===== src/design/tbgd_pkg.sv =====
// ----------------------------------------------------------------------------
// tbgd_pkg: shared types and constants for the three-body derivative block
// Word format, internal datapath widths and pipeline latencies.
// ----------------------------------------------------------------------------
package tbgd_pkg;

   localparam int WORD_WIDTH = 32;
   localparam int FRAC_BITS  = 16;
   localparam int NUM_BODIES = 3;

   // Magnitude of a coordinate difference, one bit wider than a word.
   localparam int DIFF_W = WORD_WIDTH + 1;
   // Sum of two squared differences.
   localparam int SUM_W  = 2 * DIFF_W;
   // Integer square root of that sum.
   localparam int ROOT_W = DIFF_W;
   // Cube of the root.
   localparam int CUBE_W = 3 * ROOT_W;
   // Numerator of the quotient: difference scaled by three fraction widths.
   localparam int NUM_W  = DIFF_W + 3 * FRAC_BITS;
   localparam int QUO_W  = WORD_WIDTH - 1;
   localparam int SHD_W  = CUBE_W + QUO_W;
   localparam int CMP_W  = (NUM_W > SHD_W) ? NUM_W : SHD_W;

   localparam int DIV_LAT   = QUO_W + 1;
   localparam int LANE_LAT  = ROOT_W + DIV_LAT + 7;
   localparam int TOTAL_LAT = LANE_LAT + 1;

   localparam int STATE_W = 2 * NUM_BODIES * WORD_WIDTH;
   localparam int TDATA_W = ((2 * STATE_W + 7) / 8) * 8;

   typedef logic signed [WORD_WIDTH-1:0] word_type;

   typedef struct packed {
      word_type x;
      word_type y;
   } term_type;

   localparam word_type WORD_MAX = {1'b0, {(WORD_WIDTH-1){1'b1}}};
   localparam word_type WORD_MIN = {1'b1, {(WORD_WIDTH-1){1'b0}}};

endpackage


===== src/design/tbgd_merge.sv =====
// ----------------------------------------------------------------------------
// tbgd_merge: per-body acceleration sums
// Adds each body's two pair terms with saturation to a word.
// ----------------------------------------------------------------------------
module tbgd_merge (
   input  logic                         clock,
   input  logic                         en,
   input  tbgd_pkg::term_type           t12,
   input  tbgd_pkg::term_type           t13,
   input  tbgd_pkg::term_type           t23,
   output logic [tbgd_pkg::STATE_W-1:0] acc
);
   import tbgd_pkg::*;

   word_type acc_in [2*NUM_BODIES];
   word_type acc_ff [2*NUM_BODIES];

   function automatic word_type sat_sum(input word_type a, input word_type b,
                                        input logic neg_a, input logic neg_b);
      logic signed [WORD_WIDTH+1:0] s;
      s = '0;
      s = neg_a ? s - (WORD_WIDTH+2)'(a) : s + (WORD_WIDTH+2)'(a);
      s = neg_b ? s - (WORD_WIDTH+2)'(b) : s + (WORD_WIDTH+2)'(b);
      if (s > (WORD_WIDTH+2)'(WORD_MAX)) begin
         return WORD_MAX;
      end else if (s < (WORD_WIDTH+2)'(WORD_MIN)) begin
         return WORD_MIN;
      end
      return word_type'(s);
   endfunction

   always_comb begin
      acc_in[0] = sat_sum(t12.x, t13.x, 1'b0, 1'b0);
      acc_in[1] = sat_sum(t12.y, t13.y, 1'b0, 1'b0);
      acc_in[2] = sat_sum(t12.x, t23.x, 1'b1, 1'b0);
      acc_in[3] = sat_sum(t12.y, t23.y, 1'b1, 1'b0);
      acc_in[4] = sat_sum(t13.x, t23.x, 1'b1, 1'b1);
      acc_in[5] = sat_sum(t13.y, t23.y, 1'b1, 1'b1);
   end

   for (genvar k = 0; k < 2*NUM_BODIES; k++) begin : g_acc
      always_ff @(posedge clock) begin
         if (en) begin
            acc_ff[k] <= acc_in[k];
         end
      end
      assign acc[k*WORD_WIDTH +: WORD_WIDTH] = acc_ff[k];
   end

endmodule


===== config.mk =====
export PLATFORM = sky130hd
export DESIGN_NAME = tbgd_merge
export DESIGN_NICKNAME = d
export VERILOG_FILES = /design/src/design/tbgd_pkg.sv /design/src/design/tbgd_merge.sv
export SDC_FILE = /design/constraint.sdc
export NUM_CORES = 1
export LEC_CHECK = 0
export ABC_AREA = 1
export BUFFER_PORTS_ARGS = -buffer_cell sky130_fd_sc_hd__buf_2
export CAP_MARGIN = 20
export CORE_MARGIN = 2
export CORE_UTILIZATION = 40
export DETAILED_ROUTE_END_ITERATION = 16
export HOLD_SLACK_MARGIN = 0.06
export PLACE_DENSITY = 0.7
export REMOVE_ABC_BUFFERS = 1
export SYNTH_ARGS = -nofsm -noshare
export SYNTH_HDL_FRONTEND = slang
export SYNTH_SLANG_ARGS = --single-unit

===== constraint.sdc =====
create_clock -name clock -period 2.2 [get_ports clock]
set_input_delay 0 -clock clock [delete_from_list [all_inputs] [get_ports clock]]
set_output_delay 0 -clock clock [all_outputs]
set_load 0.02 [all_outputs]

==> summary.txt <==
Place
  • RePlAce Congestion: 1.00
  • Port Buffer Count: 385
  • Hpwl dp: 72000 µm
  • Number of placed cells counting well taps: 4949
  • Placed cell areas: 29000 µm²

Global routing
  • Grt ovf: 0
  • GRT met1 Usage: 0.336
  • Met3 Use GR: 0.0554
  • First-pass GRT wire length: 126000 µm
  • Number of global-route vias before repair: 23626
  • Busiest layer in global routing: met2
  • Initial antenna violation count: 14
  • Largest net degree at the start of global routing: 58
  • Total track usage: 0.296
  • Grt met2 use: 0.534

Worst setup path
  • Critical Path Most Common Cell: nand2_1
  • Slowest stage cell, crit path: ha_1
  • Crit Path Max Fanout: 8
  • Crit path required time: 2.46 ns
  • Critical path, cell by cell: buf_2, inv_1, ha_1, ha_1, a21oi_1, nand2_1, a21oi_1, nand2_2, nand2_1, nand2_1, nand2_1, nand3_1, nand2_4, clkbuf_16, nand2_1
  • Worst Path Arrival: 2.36 ns
  • CP endpoint kind: register
  • Max incr delay on CP: 0.35 ns
  • CP Depth: 15
  • Worst Setup Start Kind: input pin
  • CP Class: input pin to register
  • Family with the most delay on the worst path: simple AND/OR/NAND/NOR gates
  • Crit path buf inv count: 3

Timing
  • Fmax: 475 MHz
  • Max Slew Vio Count: 0
  • RSZ-0062 raised after global routing: no
  • Final min period: 2.10 ns
  • Period utilization: 0.957
  • Least-Margin Pin Slew: 0.597 ns
  • Final Hold Vio Count: 0
  • Hold_ws: 0.0994 ns
  • Relative slew slack: 0.602
  • Final setup violation count: 0

Route
  • Routed wire length: 83300 µm
  • Initial DRC Count: 1604
  • Routed length per instance: 16.7 µm
  • Routed Antenna Nets: 0
  • First-pass detailed-route iteration total: 7
  • Routed vias: 24009
  • DR vias/cell: 4.81
  • # DRC: 0

Power and ir drop
  • PwrDens: 615 nW/µm²
  • Leak Pwr: 17.2 nW
  • Peak VDD IR: 0.000660 V
  • Total power: 18.3 mW

Yosys
  • Register area share after synthesis: 0.266
  • Flops & latches, synth: 192
  • Synthesized area per cell: 6.60 µm²
  • Share of Yosys cell area claimed by the top area cell type: 0.266
  • Yosys warning count: 0
  • Mapped cell area: 21700 µm²
  • Yosys cell types: 38
  • Cell count after synthesis: 3286
  • Post-synth top area cell: edfxtp_1
  • Top cells by area, synth: edfxtp_1 27%, nand2_1 22%, ha_1 15%, inv_1 10%, a21oi_1 4.8%

Die
  • FP Rows: 85
  • Die Span Y: 237 µm
  • I/O pins: 386
  • DIE AREA: 56100 µm²
  • Starting Density: 0.404
  • Die X: 237 µm
  • Core outline area: 53700 µm²

Min path
  • Hold Path Cell Cnt: 4
  • Hold Crit Class: input pin to register

Clock tree
  • Clock Path Buffers: 2
  • Reg clk slew, reported paths: 0.07 ns
  • CTS tree: built
  • Clock sinks: 192
  • Number of CTS-inserted buffers: 17
  • Root buffer cell: clkbuf_16
  • H-tree depth: 4

Layout
  • Biggest register: acc_ff
  • Fin nets: 4740
  • Largest register FFs: 192
  • Layout Cells excl Fill: 4996
  • Area grow syn2layout: 37.5%
  • Post-route design area: 29800 µm²
  • Share of cells above drive strength 1: 0.260
  • Largest regs: acc_ff: 192 flops

Run status
  • Status: finished clean

Flow run
  • Maximum capacitance violations: 0
-- per-layer routing --
layer | vias to the layer above | wire length (µm)
met5 | - | 112
met1 | 10698 | 33300
li1 | 12358 | -
met2 | 768 | 40600
met4 | 18 | 3860
met3 | 167 | 5390
-- logic make-up after synthesis --
logic type,synth area share
AND/OR/NAND/NOR,0.324
buffers and inverters,0.115
AO/OA/AOI/OAI,0.0887
adder cells (fa/ha/maj),0.153
flip-flops,0.266
XOR/XNOR,0.0525
-- layout make-up --
| class | instances | area [µm²] |
|---|---|---|
| tap | 696 | 871 |
| inverter | 579 | 2180 |
| clock inverter | 13 | 134 |
| clock buffer | 18 | 429 |
| antenna | 4 | 10.0 |
| sequential | 192 | 5770 |
| multi-input combinational | 2480 | 13500 |
| fill | 5384 | 23900 |
| timing repair buffer | 1014 | 6880 |
-- per-stage QoR --
stage                     utilization  TNS (ns)  setup slack, ns
after floorplan                     -    -15.07           -0.366
after detailed placement        0.539    -44.64           -0.407
after global routing            0.555         0          0.00307
final                           0.555         0           0.0953
after global placement          0.539    -39.58           -0.376
after CTS                       0.551         0            0.134
-- final timing paths --
kind	from	end	slack, ns
worst min-delay path	t12[0]	acc_ff[1][0]	0.1
worst max-delay path	t13[43]	acc_ff[4][20]	0.1
-- cell usage in the layout (no fill, tap or decap), types with 3 or more instances in the layout --
cell,n
ha_1,248
fa_1,4
or2_2,8
nand2_1,1255
ha_2,3
nor4_1,9
inv_6,4
xnor2_1,45
o21ai_0,61
o21a_1,12
nor2_1,237
nand2_4,3
and2_1,3
xor2_1,85
o21bai_1,50
nand4_1,15
nand3_1,130
inv_1,578
nand3b_1,9
buf_12,13
a21o_1,5
a21oi_2,5
nor3_1,18
nand2_2,43
clkinv_1,3
a21oi_1,205
buf_2,384
buf_4,606
ha_4,5
nand3_2,4
diode_2,4
clkinvlp_4,3
dlygate4sd3_1,7
edfxtp_1,192
clkbuf_16,19
-- synthesized netlist by cell type (all sizes together) --
library cell,n
a21boi,1
a21o,5
a21oi,210
a22oi,1
a31oi,2
and2,3
and3,2
buf,30
clkbuf,6
edfxtp,192
fa,6
ha,256
inv,579
nand2,1302
nand2b,1
nand3,134
nand3b,9
nand4,15
nor2,241
nor3,19
nor4,9
o211ai,1
o21a,12
o21ai,62
o21bai,50
or2,8
xnor2,45
xor2,85
-- report_power, final --
group	internal [mW]	total, mW	switching [mW]
logic	3.97	9.75	5.78
registers	5.10	5.33	0.230
clock network	1.66	3.26	1.60
-- timing repair --
item,4_1_cts,5_1_grt
hold buffers,7,0
resized for setup,0,21
buffers inserted,0,1
endpoints found under the setup margin,0,62
endpoints found under the hold margin,7,0
(Power assumes the default switching activity.)
